$ cat config.mk
export PLATFORM = sky130hd
export DESIGN_NAME = plil_dec
export DESIGN_NICKNAME = d
export VERILOG_FILES = /design/src/hw/rtl/plil_pkg.sv /design/src/hw/rtl/plil_dec.sv
export SDC_FILE = /design/constraint.sdc
export NUM_CORES = 1
export LEC_CHECK = 0
export BUFFER_PORTS_ARGS = -buffer_cell sky130_fd_sc_hd__buf_2
export CORE_MARGIN = 4
export CORE_UTILIZATION = 43
export DETAILED_ROUTE_END_ITERATION = 12
export PLACE_DENSITY = 0.84
export RECOVER_POWER = 25
export SKIP_LAST_GASP = 1
export SYNTH_ARGS = -nofsm -noshare
export SYNTH_HDL_FRONTEND = slang
export SYNTH_SLANG_ARGS = --single-unit
$ cat constraint.sdc
create_clock -name vclk -period 3.8
set_clock_uncertainty 0.1 [all_clocks]
set_input_delay 0.38 -clock vclk [all_inputs]
set_output_delay 0.38 -clock vclk [all_outputs]
set_load 0.02 [all_outputs]
$ cat src/hw/rtl/plil_pkg.sv
// shared types and constants for the positional list
package plil_pkg;

    localparam int CAPACITY = 64;
    localparam int IDX_W    = $clog2(CAPACITY);
    localparam int CNT_W    = $clog2(CAPACITY + 1);
    localparam int ACT_W    = 3;
    localparam int VAL_W    = 32;
    localparam int POS_W    = 7;
    localparam int STAT_W   = 2;
    localparam int LEN_W    = 7;
    localparam int CMP_W    = ((POS_W > CNT_W) ? POS_W : CNT_W) + 1;
    localparam int IN_W     = ((ACT_W + VAL_W + POS_W + 7) / 8) * 8;
    localparam int OUT_W    = ((STAT_W + LEN_W + VAL_W + 7) / 8) * 8;

    typedef enum logic [ACT_W-1:0] {
        ACT_INS_FRONT = 3'd0,
        ACT_INS_BACK  = 3'd1,
        ACT_INS_AT    = 3'd2,
        ACT_DEL_FRONT = 3'd3,
        ACT_DEL_BACK  = 3'd4,
        ACT_DEL_AT    = 3'd5,
        ACT_READ_AT   = 3'd6
    } t_action;

    typedef enum logic [STAT_W-1:0] {
        ST_DONE    = 2'd0,
        ST_BAD_POS = 2'd1,
        ST_FULL    = 2'd2,
        ST_EMPTY   = 2'd3
    } t_status;

    // command broadcast to every cell of the row
    typedef struct packed {
        logic             ins;
        logic             del;
        logic             rd;
        logic [IDX_W-1:0] idx;
        logic [VAL_W-1:0] val;
    } t_cell_ctl;

endpackage

$ cat src/hw/rtl/plil_dec.sv
// action decode: range checks, status, new count and cell command
module plil_dec
    import plil_pkg::*;
(
    input  logic             i_en,
    input  logic [ACT_W-1:0] i_action,
    input  logic [VAL_W-1:0] i_value,
    input  logic [POS_W-1:0] i_position,
    input  logic [CNT_W-1:0] i_count,
    output t_cell_ctl        o_ctl,
    output t_status          o_status,
    output logic [CNT_W-1:0] o_count
);

    logic [CMP_W-1:0] pos_x;
    logic [CMP_W-1:0] cnt_x;
    logic [CMP_W-1:0] pos_m1;
    logic             full;
    logic             empty;
    logic             pos_zero;
    logic             bad_ins;
    logic             bad_acc;
    logic             ins;
    logic             del;
    logic             rd;
    logic [IDX_W-1:0] idx;

    assign pos_x    = CMP_W'(i_position);
    assign cnt_x    = CMP_W'(i_count);
    assign pos_m1   = pos_x - CMP_W'(1);
    assign full     = (i_count == CNT_W'(CAPACITY));
    assign empty    = (i_count == '0);
    assign pos_zero = (i_position == '0);
    assign bad_ins  = pos_zero || (pos_x > (cnt_x + CMP_W'(1)));
    assign bad_acc  = pos_zero || (pos_x > cnt_x);

    always_comb begin
        o_status = ST_DONE;
        ins      = 1'b0;
        del      = 1'b0;
        rd       = 1'b0;
        idx      = '0;
        case (i_action)
            ACT_INS_FRONT, ACT_INS_BACK: begin
                if (full) begin
                    o_status = ST_FULL;
                end else begin
                    ins = 1'b1;
                    idx = (i_action == ACT_INS_FRONT) ? '0 : IDX_W'(i_count);
                end
            end
            ACT_INS_AT: begin
                if (bad_ins) begin
                    o_status = ST_BAD_POS;
                end else if (full) begin
                    o_status = ST_FULL;
                end else begin
                    ins = 1'b1;
                    idx = IDX_W'(pos_m1);
                end
            end
            ACT_DEL_FRONT, ACT_DEL_BACK: begin
                if (empty) begin
                    o_status = ST_EMPTY;
                end else begin
                    del = 1'b1;
                    idx = (i_action == ACT_DEL_FRONT) ? '0 :
                          IDX_W'(i_count - CNT_W'(1));
                end
            end
            ACT_DEL_AT: begin
                if (bad_acc) begin
                    o_status = ST_BAD_POS;
                end else begin
                    del = 1'b1;
                    idx = IDX_W'(pos_m1);
                end
            end
            ACT_READ_AT: begin
                if (bad_acc) begin
                    o_status = ST_BAD_POS;
                end else begin
                    rd  = 1'b1;
                    idx = IDX_W'(pos_m1);
                end
            end
            default: begin
                o_status = ST_DONE;
            end
        endcase
    end

    assign o_ctl.ins = ins && i_en;
    assign o_ctl.del = del && i_en;
    assign o_ctl.rd  = rd;
    assign o_ctl.idx = idx;
    assign o_ctl.val = i_value;

    assign o_count = ins ? (i_count + CNT_W'(1)) :
                     del ? (i_count - CNT_W'(1)) : i_count;

endmodule

==> flow_summary.json <==
{
  "crit_type": "in2out",
  "start_kind": "primary input",
  "slew_headroom_pct": 55.31,
  "drive_above_1_share_pct": 32.64,
  "worstHoldEndpoint": "o_ctl[11]",
  "synthSimpleGateAreaFrac_pct": 25.76,
  "drtAntennaViolNets": 0,
  "hp-class": "in2out",
  "grt_pass1_wl_um": 5464,
  "cap_violations": 0,
  "yosysUniqueCellTypes": 44,
  "ys_seq_area_share_pct": 0,
  "setup_viol": 0,
  "die-height_um": 64.35,
  "wl_per_cell_um": 13.83,
  "pin_count": 100,
  "p_leak_nw": 0.6460,
  "dp_hpwl_um": 2743,
  "grt_remaining_overflow": 0,
  "synthXorXnorAreaFrac_pct": 9.624,
  "top_layer": "met3",
  "hold_buffers": 0,
  "cp_max_fo": 6,
  "io_buffers": 36,
  "wl_met3_um": 242,
  "fin_tns_setup_ns": 0,
  "vias": 1277,
  "dr_wl_met2_um": 1526,
  "fillers": 336,
  "crit_arrival_ns": 3.11,
  "grt_use_total_pct": 15.50,
  "required_ns": 3.32,
  "yosys_warnings": 0,
  "die-area_um2": 4140,
  "syn-num-nets": 256,
  "fp.dieW_um": 64.35,
  "syn_avg_cell_area_um2": 7.261,
  "ff_latch_area_um2": 0,
  "fin_crit_ns": 3.592,
  "wirelength_um": 3278,
  "fin_area_um2": 1408,
  "netlist_area_um2": 1365,
  "place_congestion": 0.9194,
  "irDropWorstVdd_mv": 0.07274,
  "placeableCoreArea_um2": 3053,
  "slew_viol_final": 0,
  "holdWs_ns": 0.6600,
  "vias_per_cell": 5.388,
  "synth-adder-area-share_pct": 16.50,
  "seq_cells": 0,
  "area_delta_synth_final_pct": 3.116,
  "hp-start": "i_value[11]",
  "drt_pass1_iterations": 4,
  "met1Wirelength_um": 1509,
  "clkbuf_count": 0,
  "period_share_pct": 94.52,
  "synth.area.mux_share_pct": 0,
  "antenna_found_initial": 0,
  "drt_iter0_drc": 78,
  "end_kind": "primary output",
  "synthCells": 188,
  "synth_compound_area_share_pct": 22.27,
  "rsz0062_at_grt": "no",
  "hold_viol_final": 0,
  "placed_area_um2": 1349,
  "grt_pass1_vias": 1196,
  "whs_path_depth": 0,
  "synth_top_family_by_area": "buffers and inverters",
  "grt_max_degree": 10,
  "tightestPinTransition_ns": 0.6652,
  "num_rows": 20,
  "initial_utilization_pct": 44.71,
  "antenna_cells": 0,
  "drc": 0,
  "fmax_mhz": 278.4,
  "final_nets": 263,
  "status": "finished, final reports clean",
  "power.density_nw_per_um2": 140.2
}
stage by stage:
step / power, mW / std cells / util (%) / setup slack [ns]
3_3_place_gp: 0.1861 / 236 / 44.18 / 0.1153
2_1_floorplan: 0.1803 / 188 / - / 0.3405
6_report: 0.1974 / 237 / 46.11 / 0.2084
4_1_cts: 0.1901 / 236 / 44.18 / 0.02136
5_1_grt: 0.2183 / 237 / 46.11 / 0.02955
3_5_place_dp: 0.1891 / 236 / 44.18 / 0.02947
worst max path at each step:
stage | startpoint | end | slack, ns
4_1_cts | i_count[1] | o_count[4] | 0.02
3_3_place_gp | i_count[1] | o_count[3] | 0.12
2_1_floorplan | i_count[0] | o_count[3] | 0.34
3_5_place_dp | i_count[1] | o_count[4] | 0.03
6_report | i_count[1] | o_count[1] | 0.21
5_1_grt | i_count[1] | o_count[3] | 0.03
cell type report:
cell class	count	area (um2)	share of cell area, %
Timing Repair Buffer	44	247.7	17.60
Tap cell	44	55.05	3.911
Inverter	13	48.80	3.467
Multi-Input combinational cell	136	1056	75.02
cells by family (layout without fill, tap and decap cells):
| family | Yosys count | after routing |
|---|---|---|
| compound gates | 41 | 41 |
| fa+ha+maj | 18 | 18 |
| xor+xnor | 15 | 15 |
| buf+inv | 52 | 57 |
| simple gates | 62 | 62 |
Yosys cell counts (2+ instances only):
cell type,count,area share (%)
xnor2_1,12,7.7
nand3_1,5,1.8
a31oi_1,2,0.92
nand2b_1,2,0.92
nor2_1,14,3.8
ha_1,18,16
and2_1,2,0.92
nand4_1,4,1.8
o221ai_1,4,2.6
nor3_4,2,2.4
o21a_1,2,1.1
buf_4,34,19
buf_6,3,2.5
o21ai_0,9,3.3
inv_1,12,3.3
a21oi_1,7,2.6
and3_1,3,1.4
a21oi_2,2,1.3
nand2_1,11,3.0
nor3_1,9,3.3
a22oi_1,5,2.8
xor2_1,3,1.9
a211oi_1,2,1.1
timing repair:
item / in CTS / in global routing
buffers inserted: 0 / 1
resized for setup: 0 / 10
setup endpoints to repair: 0 / 15
report_power, final:
| group | switching [mW] | internal, mW | total [mW] |
|---|---|---|---|
| logic | 0.117 | 0.0800 | 0.197 |
| registers | 0 | 0 | 0 |
| clock network | 0 | 0 | 0 |
| total | 0.117 | 0.0800 | 0.197 |
cell usage in the layout, fill, tap and decap left out, types with 2 or more instances in the layout:
cell      Yosys  layout
nand4_1       4       4
a21oi_1       7       7
nor3_1        9       9
buf_2         1      33
xnor2_1      12      11
nor2_1       14      14
buf_4        34      10
nand2b_1      2       2
o21ai_0       9       9
a211oi_1      2       2
nor3_4        2       2
nand2_1      11      11
a31oi_1       2       2
nand3_2       1       2
a21oi_2       2       2
inv_1        12      12
a22oi_1       5       5
and2_1        2       2
nand3_1       5       4
ha_1         18      16
and3_1        3       2
o221ai_1      4       4
ha_4          0       2
xor2_1        3       3
critical path, cell delays in order:
cell      delay, ns
clkbuf_4       0.15
ha_4           0.14
and3_4         0.19
nand3_2        0.09
xnor2_2        0.23
ha_4           0.24
a21oi_2        0.16
nand2_1        0.07
or3_1          0.36
a311oi_2       0.28
o21a_2         0.27
a21oi_2        0.07
a221o_1        0.32
buf_2          0.16
metal layers:
| layer | vias up | global-route usage (%) |
|---|---|---|
| met2 | 39 | 27.19 |
| met1 | 593 | 21.17 |
| met3 | 0 | 1.757 |
| met4 | 0 | 0.7916 |
| li1 | 645 | - |
| met5 | - | 0 |
Power figures use the tool's default switching activity.
