<file path="config.mk">
export PLATFORM = sky130hd
export DESIGN_NAME = plil_cell
export DESIGN_NICKNAME = d
export VERILOG_FILES = /design/src/hw/rtl/plil_pkg.sv /design/src/hw/rtl/plil_cell.sv
export SDC_FILE = /design/constraint.sdc
export NUM_CORES = 1
export LEC_CHECK = 0
export BUFFER_PORTS_ARGS = -buffer_cell sky130_fd_sc_hd__buf_2
export CAP_MARGIN = 20
export CORE_MARGIN = 2
export CORE_UTILIZATION = 40
export DETAILED_ROUTE_END_ITERATION = 16
export GPL_ROUTABILITY_DRIVEN = 0
export PLACE_DENSITY_LB_ADDON = 0.08
export SLEW_MARGIN = 20
export SYNTH_ARGS = -nofsm -noshare
export SYNTH_HDL_FRONTEND = slang
export SYNTH_SLANG_ARGS = --single-unit
export TNS_END_PERCENT = 1
</file>
<file path="constraint.sdc">
create_clock -name i_clk -period 4.2 [get_ports i_clk]
set_input_delay 0.84 -clock i_clk [delete_from_list [all_inputs] [get_ports i_clk]]
set_output_delay 0.84 -clock i_clk [all_outputs]
set_load 0.1 [all_outputs]
</file>
<file path="src/hw/rtl/plil_pkg.sv">
// shared types and constants for the positional list
package plil_pkg;

    localparam int CAPACITY = 64;
    localparam int IDX_W    = $clog2(CAPACITY);
    localparam int CNT_W    = $clog2(CAPACITY + 1);
    localparam int ACT_W    = 3;
    localparam int VAL_W    = 32;
    localparam int POS_W    = 7;
    localparam int STAT_W   = 2;
    localparam int LEN_W    = 7;
    localparam int CMP_W    = ((POS_W > CNT_W) ? POS_W : CNT_W) + 1;
    localparam int IN_W     = ((ACT_W + VAL_W + POS_W + 7) / 8) * 8;
    localparam int OUT_W    = ((STAT_W + LEN_W + VAL_W + 7) / 8) * 8;

    typedef enum logic [ACT_W-1:0] {
        ACT_INS_FRONT = 3'd0,
        ACT_INS_BACK  = 3'd1,
        ACT_INS_AT    = 3'd2,
        ACT_DEL_FRONT = 3'd3,
        ACT_DEL_BACK  = 3'd4,
        ACT_DEL_AT    = 3'd5,
        ACT_READ_AT   = 3'd6
    } t_action;

    typedef enum logic [STAT_W-1:0] {
        ST_DONE    = 2'd0,
        ST_BAD_POS = 2'd1,
        ST_FULL    = 2'd2,
        ST_EMPTY   = 2'd3
    } t_status;

    // command broadcast to every cell of the row
    typedef struct packed {
        logic             ins;
        logic             del;
        logic             rd;
        logic [IDX_W-1:0] idx;
        logic [VAL_W-1:0] val;
    } t_cell_ctl;

endpackage

</file>
<file path="src/hw/rtl/plil_cell.sv">
// one storage cell of the list row, shifting to or from its neighbors
module plil_cell
    import plil_pkg::*;
(
    input  logic             i_clk,
    input  logic [IDX_W-1:0] i_index,
    input  t_cell_ctl        i_ctl,
    input  logic [VAL_W-1:0] i_left,
    input  logic [VAL_W-1:0] i_right,
    output logic [VAL_W-1:0] o_data,
    output logic [VAL_W-1:0] o_tap
);

    logic [VAL_W-1:0] r_data;
    logic [VAL_W-1:0] n_data;

    always_comb begin
        n_data = r_data;
        if (i_ctl.ins) begin
            if (i_index == i_ctl.idx) begin
                n_data = i_ctl.val;
            end else if (i_index > i_ctl.idx) begin
                n_data = i_left;
            end
        end else if (i_ctl.del) begin
            if (i_index >= i_ctl.idx) begin
                n_data = i_right;
            end
        end
    end

    always_ff @(posedge i_clk) begin
        r_data <= n_data;
    end

    assign o_data = r_data;
    // gated read tap, or-combined across the row
    assign o_tap  = (i_ctl.rd && (i_index == i_ctl.idx)) ? r_data : '0;

endmodule

</file>
==> results of run 1 <==
-- metrics by stage --
stage | area (sq um) | hold slack (ns) | total power (uW)
2_1_floorplan | 2240 | 1.09 | 926
3_3_place_gp | 3550 | 1.18 | 1050
3_5_place_dp | 3550 | 1.19 | 1060
4_1_cts | 3630 | 0.896 | 1270
5_1_grt | 3630 | 0.910 | 1320
6_report | 3630 | 0.903 | 1270
-- area by class of cell --
type	count	area share
repair buffers	181	0.390
multi-input cells	178	0.293
flip-flops and latches	32	0.265
well taps	72	0.0248
clock buffers	6	0.0200
inverters	6	0.00621
clock inverters	1	0.00138
-- cells in the mapped netlist, drive strengths merged (2+ instances only) --
library cell and instances:
buf 18, inv 6, nor2 34, clkbuf 13, a31oi 32, o21ai 33, and3 32, nand3 2
ha 6, nand4 33, edfxtp 32
-- worst max-delay path, delay by kind of cell --
kind                     cells  cell delay [ns]
adder cells (fa/ha/maj)      1             0.33
buffers and inverters        4             0.61
AND/OR/NAND/NOR              3             0.91
-- layer usage --
layer / wire length [microns] / part of all wire / vias to the layer above
met3: 824 / 0.11 / 8
met1: 3050 / 0.39 / 1202
li1: - / - / 1259
met4: 93 / 0.012 / 0
met5: 0 / 0 / -
met2: 3790 / 0.49 / 160
-- cells in the final DEF, fill, tap and decap left out, types with 2 or more instances in the layout --
cell      count
o21ai_0      25
and3_1       32
ha_1          6
buf_4         5
o21ai_1       8
buf_2       143
edfxtp_1     32
inv_1         6
a31oi_1      32
nand3_1       2
nand4_1      32
buf_12       33
clkbuf_8      5
nor2_1       33
-- kinds of logic (layout without fill, tap and decap cells) --
kind of cell	count (synthesis)	count (layout)	share of synthesized area
buf+inv	37	194	0.105
simple gates	104	104	0.260
compound gates	68	68	0.173
flops	32	32	0.429
fa+ha+maj	6	6	0.0335
-- worst paths after layout --
| check | startpoint | to | slack [ns] | cells after the start |
|---|---|---|---|---|
| max | i_index[0] | o_tap[3] | 0.65 | 8 |
| min | i_right[15] | o_data[15] | 0.90 | 3 |
-- report_power, final --
| part | total [uW] | internal (uW) | switching, uW |
|---|---|---|---|
| clock network | 219 | 112 | 106 |
| registers | 441 | 415 | 26.1 |
| logic | 611 | 113 | 498 |
| total | 1270 | 640 | 630 |
==> flow_metrics.tcl, run 1 <==
set metrics [dict create \
    status "complete, no violations" \
    crit_chain "buf_2, inv_1, ha_1, nand2_4, nor2_2, buf_4, and3_1, buf_12" \
    die_h_microns 78.8 \
    maxCapViolations 0 \
    cp-end-kind "output pin" \
    die_area_sq_um 6210 \
    largest_reg_flops 32 \
    ys_async_sr_fraction 0 \
    cts_buffer_depth 2 \
    max_stage_delay_ns 0.46 \
    firstDrtPassIters 4 \
    worstPathMaxFanout 33 \
    max_freq_mhz 282 \
    yosys-top-cells-area "edfxtp_1, a31oi_1, and3_1" \
    p_leak_uw 0.00166 \
    die_w_microns 78.8 \
    ir_worst_vdd_uv 205 \
    core_sq_um 5470 \
    clkTransAtPathRegs_ns 0.06 \
    yosysSeqAreaShare 0.429 \
    vias 2629 \
    top_usage_layer "met2" \
    synth_edf_count 32 \
    relSlewSlack 0.612 \
    synth_flop_cell "edfxtp_1" \
    power_density_nw_per_um2 350 \
    period_needed_ns 3.55 \
    ctsResizeCount 0 \
    hold_buffers 0 \
    final_layout_size_suffix_gt1_frac 0.475 \
    final_nets 522 \
    nFillCells 461 \
    worst_slew_pin_slew_ns 0.582 \
    grt_antenna_before_repair 0 \
    cp_data_required_time_ns 3.36 \
    post-dp-hpwl_microns 5700 \
    finalCritPeriodShare 0.844 \
    diodes 0 \
    slew_viol_final 0 \
    synth_top_area_frac 0.429 \
    numPortBuffers 175 \
    final_util 0.663 \
    routedWlPerCell_microns 16.3 \
    yosysWarnings 0 \
    hold_path_class "input pin to flop" \
    root_buffer "clkbuf_8" \
    io_pins 176 \
    synth_seq_cells 32 \
    grt.met1_usage 0.319 \
    synth.avg_cell_area_sq_um 9.07 \
    viasPerCell 5.52 \
    start_kind "input pin" \
    grt_pass1_vias 2440 \
    cts_made_buffers 5 \
    setup_ws_ns 0.654 \
    cp.arrival_ns 2.71 \
    synth.distinct_cells 23 \
    place_ws_ns 0.664 \
    wl_microns 7760 \
    placed_cells 469 \
    ant_nets 0 \
    cpMaxStageDelayCell "nor2_2" \
    rsz0062_at_grt "false" \
    cts_tree "built" \
    grtUsageTotal 0.244 \
    seqCellArea_sq_um 961 \
    grt_pass1_wl_microns 12000 \
    placement_rows 27 \
    netlist_instances 247 \
    timing.setup.tns_ns 0 \
    critPathKind "input pin to output pin" \
    yosys.area.top_type "edfxtp_1" \
    grtUsageMet2 0.409 \
    synth.cell_area_sq_um 2240 \
    met3_usage 0.0568 \
    syn_to_final_growth_pct 62.0 \
    htree_levels 2 \
    postCtsSetupBuffers 0 \
    hold_viol 0 \
    clkSinkCount 32 \
    finalSetupViolCount 0 \
    fin_cells 476 \
    dr.first_iter.drc_count 176 \
    syn_nets 365 \
    initial_utilization 0.409 \
    overflow 0 \
    multiInputGateArea_sq_um 1060 \
    drc 0 \
    grt_max_degree 65 \
]
Note: power is estimated with default switching activity, not from simulation.
==> run 2, diff against run 1 <==
- clock period: 4.2 -> 3.7 ns (I/O delays scaled with it)
==> flow_metrics.tcl, run 2 (synthesized netlist as in run 1, its figures left out) <==
set metrics [dict create \
    syn_to_final_growth_pct 62.0 \
    critPathKind "input pin to output pin" \
    final_cell_mix "buf_2, nor2_1" \
    placement_rows 27 \
    grt_max_degree 51 \
    status "complete, no violations" \
    clkTransAtPathRegs_ns 0.06 \
    place_ws_ns 0.668 \
    start_kind "input pin" \
    routedWlPerCell_microns 16.0 \
    final_nets 523 \
    hold_buffers 0 \
    power_density_nw_per_um2 398 \
    grtUsageTotal 0.245 \
    max_freq_mhz 333 \
    hold_path_class "input pin to flop" \
    placed_cells 470 \
    timing.setup.tns_ns 0 \
    cp_data_required_time_ns 2.96 \
    grt_pass1_wl_microns 11800 \
    rsz0062_at_grt "false" \
    hold_viol 0 \
    finalSetupViolCount 0 \
    wl_met1_microns 3030 \
    numPortBuffers 175 \
    die_area_sq_um 6210 \
    core_sq_um 5470 \
    ctsResizeCount 0 \
    dr.first_iter.drc_count 223 \
    diodes 0 \
    maxCapViolations 0 \
    drc 0 \
    cp-end-kind "output pin" \
    slew_viol_final 0 \
    dr_wl_met2_microns 3860 \
    fin_cells 478 \
    cts_buffer_depth 2 \
    overflow 0 \
    die_w_microns 78.8 \
    root_buffer "clkbuf_8" \
    min_path_cells 3 \
    vias 2627 \
    clkSinkCount 32 \
    cts_tree "built" \
    ant_nets 0 \
    finalPower_uw 1440 \
    io_pins 176 \
    final_util 0.663 \
    final_common_cell "buf_2" \
    relSlewSlack 0.664 \
    worstPathMaxFanout 33 \
    die_h_microns 78.8 \
    hp-start "i_right[14]" \
    grt_pass1_vias 2462 \
    worst_slew_pin_slew_ns 0.508 \
    wl_met3_microns 677 \
    holdPathEnd "o_data[14]" \
    grt_antenna_before_repair 1 \
    viasPerCell 5.50 \
    final_layout_size_suffix_gt1_frac 0.478 \
    largest_reg_flops 32 \
    postCtsSetupBuffers 0 \
    top_layer "met5" \
    firstDrtPassIters 4 \
    cts_made_buffers 5 \
    cp.arrival_ns 2.27 \
    finalCritPeriodShare 0.813 \
    wl_microns 7660 \
    post-dp-hpwl_microns 5600 \
    initial_utilization 0.409 \
    setup_ws_ns 0.693 \
    p_leak_uw 0.00167 \
    htree_levels 2 \
    period_needed_ns 3.01 \
    ir_worst_vdd_uv 214 \
]
-- run 2: routing by layer --
layer  up-vias  track usage
met3         8       0.0750
met2       137        0.429
met1      1218        0.294
li1       1262            -
met4         2       0.0603
met5         -            0
-- run 2: how the worst max path moves through the flow --
| stage | to | depth (start not counted) | from |
|---|---|---|---|
| floorplan | o_tap[10] | 6 | i_ctl[37] |
| global placement | o_tap[15] | 8 | i_index[0] |
| detailed placement | o_tap[26] | 8 | i_index[0] |
| CTS | o_tap[26] | 8 | i_index[0] |
| global route | o_tap[3] | 8 | i_index[0] |
| finish | o_tap[26] | 8 | i_index[0] |
-- run 2: cell type report --
cell class                      count  area (sq um)
Tap cell                           72          90.1
Timing Repair Buffer              182          1410
Multi-Input combinational cell    178          1060
Clock buffer                        5          68.8
Sequential cell                    32           961
Inverter                            6          22.5
Clock inverter                      3          13.8
Fill cell                         487          1850
-- run 2: critical path, cell delays in order --
cell     delay, ns
buf_2         0.08
inv_1         0.04
ha_1          0.32
nand2_4       0.21
nor2_2        0.13
buf_4         0.28
and3_1        0.26
buf_12        0.19
-- run 2: power breakdown --
part	internal [uW]	switching (uW)
registers	470	27.7
clock network	127	127
logic	126	565
total	724	720
-- run 2: per-stage QoR --
| step | cell area, sq um | hold WS [ns] |
|---|---|---|
| after floorplan | 2250 | 0.989 |
| after global placement | 3540 | 1.08 |
| after detailed placement | 3540 | 1.09 |
| after CTS | 3630 | 0.790 |
| after global routing | 3630 | 0.795 |
| final | 3630 | 0.798 |
==> run 3, diff against run 2 <==
- clock period: 3.7 -> 3.12 ns (I/O delays scaled with it)
==> flow_metrics.tcl, run 3 (synthesized netlist as in run 1, its figures left out) <==
set metrics [dict create \
    status "complete, no violations" \
    grt_pass1_vias 2480 \
    final_cell_mix "buf_2, nor2_1, buf_12" \
    p_sw_uw 841 \
    period_needed_ns 2.64 \
    ant_nets 0 \
    cts_made_buffers 5 \
    clkSinkCount 32 \
    die_area_sq_um 6210 \
    power_density_nw_per_um2 467 \
    ctsResizeCount 0 \
    start_kind "input pin" \
    max_freq_mhz 379 \
    hold_viol 0 \
    wl_microns 7570 \
    nFillCells 475 \
    vias 2626 \
    stdcell_area_sq_um 3660 \
    startpoint "i_ctl[37]" \
    cts_tree "built" \
    final_nets 526 \
    numPortBuffers 175 \
    cp-end-kind "output pin" \
    final_layout_size_suffix_gt1_frac 0.477 \
    holdPathEnd "o_data[20]" \
    syn_to_final_growth_pct 63.4 \
    placement_rows 27 \
    p_sw_frac 0.492 \
    routedWlPerCell_microns 15.7 \
    io_pins 176 \
    root_buffer "clkbuf_8" \
    clkTransAtPathRegs_ns 0.06 \
    maxCapViolations 0 \
    postCtsSetupBuffers 0 \
    drc 0 \
    worstPathMaxFanout 17 \
    finalPower_uw 1710 \
    min_path_cells 3 \
    hold_path_class "input pin to flop" \
    grt_antenna_before_repair 0 \
    htree_levels 2 \
    post-dp-hpwl_microns 5660 \
    ir_worst_vdd_uv 275 \
    rsz0062_at_grt "false" \
    hp-start "i_right[20]" \
    firstDrtPassIters 4 \
    grt_pass1_wl_microns 11600 \
    critPathKind "input pin to output pin" \
    viasPerCell 5.46 \
    overflow 0 \
    final_common_cell "buf_2" \
    diodes 0 \
    largest_reg_flops 32 \
    cts_buffer_depth 2 \
    die_h_microns 78.8 \
    finalSetupViolCount 0 \
    core_sq_um 5470 \
    hold_buffers 0 \
    place_area_sq_um 3580 \
    comb_power_share 0.483 \
    power_frac_seq 0.346 \
    cp_data_required_time_ns 2.50 \
    p_int_uw 868 \
    grt_max_degree 40 \
    relSlewSlack 0.667 \
    grtUsageTotal 0.236 \
    slew_viol_final 0 \
    p_leak_uw 0.00168 \
    timing.setup.tns_ns 0 \
    initial_utilization 0.409 \
    worst_slew_pin_slew_ns 0.504 \
    cp.arrival_ns 2.02 \
    finalCritPeriodShare 0.846 \
    clkPwrFrac 0.171 \
    die_w_microns 78.8 \
    dr.first_iter.drc_count 151 \
]
==> run 3: cell types whose count changed in the layout (fill, tap and decap cells not counted), sizes merged <==
| cell | delta |
|---|---|
| buf | +3 |
| clkbuf | +2 |
| clkinv | -2 |
==> run 3: worst max path at each step <==
stage	end	slack [ns]	cells after the start
global placement	o_tap[16]	0.56	8
global route	o_tap[10]	0.38	8
finish	o_tap[10]	0.48	8
detailed placement	o_tap[8]	0.48	8
CTS	o_tap[8]	0.48	8
floorplan	o_data[0]	0.24	7
==> run 3: layer usage <==
metal / GRT usage / up-vias / routed length [microns] / part of all wire
li1: - / 1269 / - / -
met1: 0.291 / 1223 / 3020 / 0.40
met2: 0.412 / 123 / 3800 / 0.50
met3: 0.0636 / 11 / 647 / 0.085
met4: 0.0603 / 0 / 104 / 0.014
met5: 0 / - / 0 / 0
==> run 3: critical path: stages <==
cell     delay [ns]
buf_2          0.08
inv_1          0.03
ha_1           0.34
nand4_2        0.14
nor2_2         0.15
buf_4          0.22
and3_1         0.24
buf_12         0.19
==> run 3: layout make-up <==
type | count | area [sq um] | area share
Multi-Input combinational cell | 178 | 1060 | 0.290
Clock buffer | 7 | 76.3 | 0.0209
Timing Repair Buffer | 185 | 1440 | 0.395
Sequential cell | 32 | 961 | 0.263
Inverter | 6 | 22.5 | 0.00615
Tap cell | 72 | 90.1 | 0.0246
Clock inverter | 1 | 3.75 | 0.00103
==> run 3: power groups by stage <==
stage / Combinational [uW] / Sequential (uW) / Clock (uW)
5_1_grt: 858 / 598 / 320
2_1_floorplan: 172 / 1070 / 0
3_3_place_gp: 821 / 597 / 0
4_1_cts: 826 / 591 / 304
3_5_place_dp: 826 / 599 / 0
6_report: 826 / 591 / 292
==> run 3: metrics by stage <==
| stage | utilization | setup WS, ns | instances | hold slack [ns] |
|---|---|---|---|---|
| after detailed placement | 0.654 | 0.478 | 473 | 0.969 |
| after global routing | 0.669 | 0.379 | 481 | 0.686 |
| after global placement | 0.654 | 0.555 | 473 | 0.960 |
| after CTS | 0.669 | 0.476 | 481 | 0.683 |
| after floorplan | - | 0.239 | 247 | 0.873 |
| final | 0.669 | 0.480 | 481 | 0.693 |
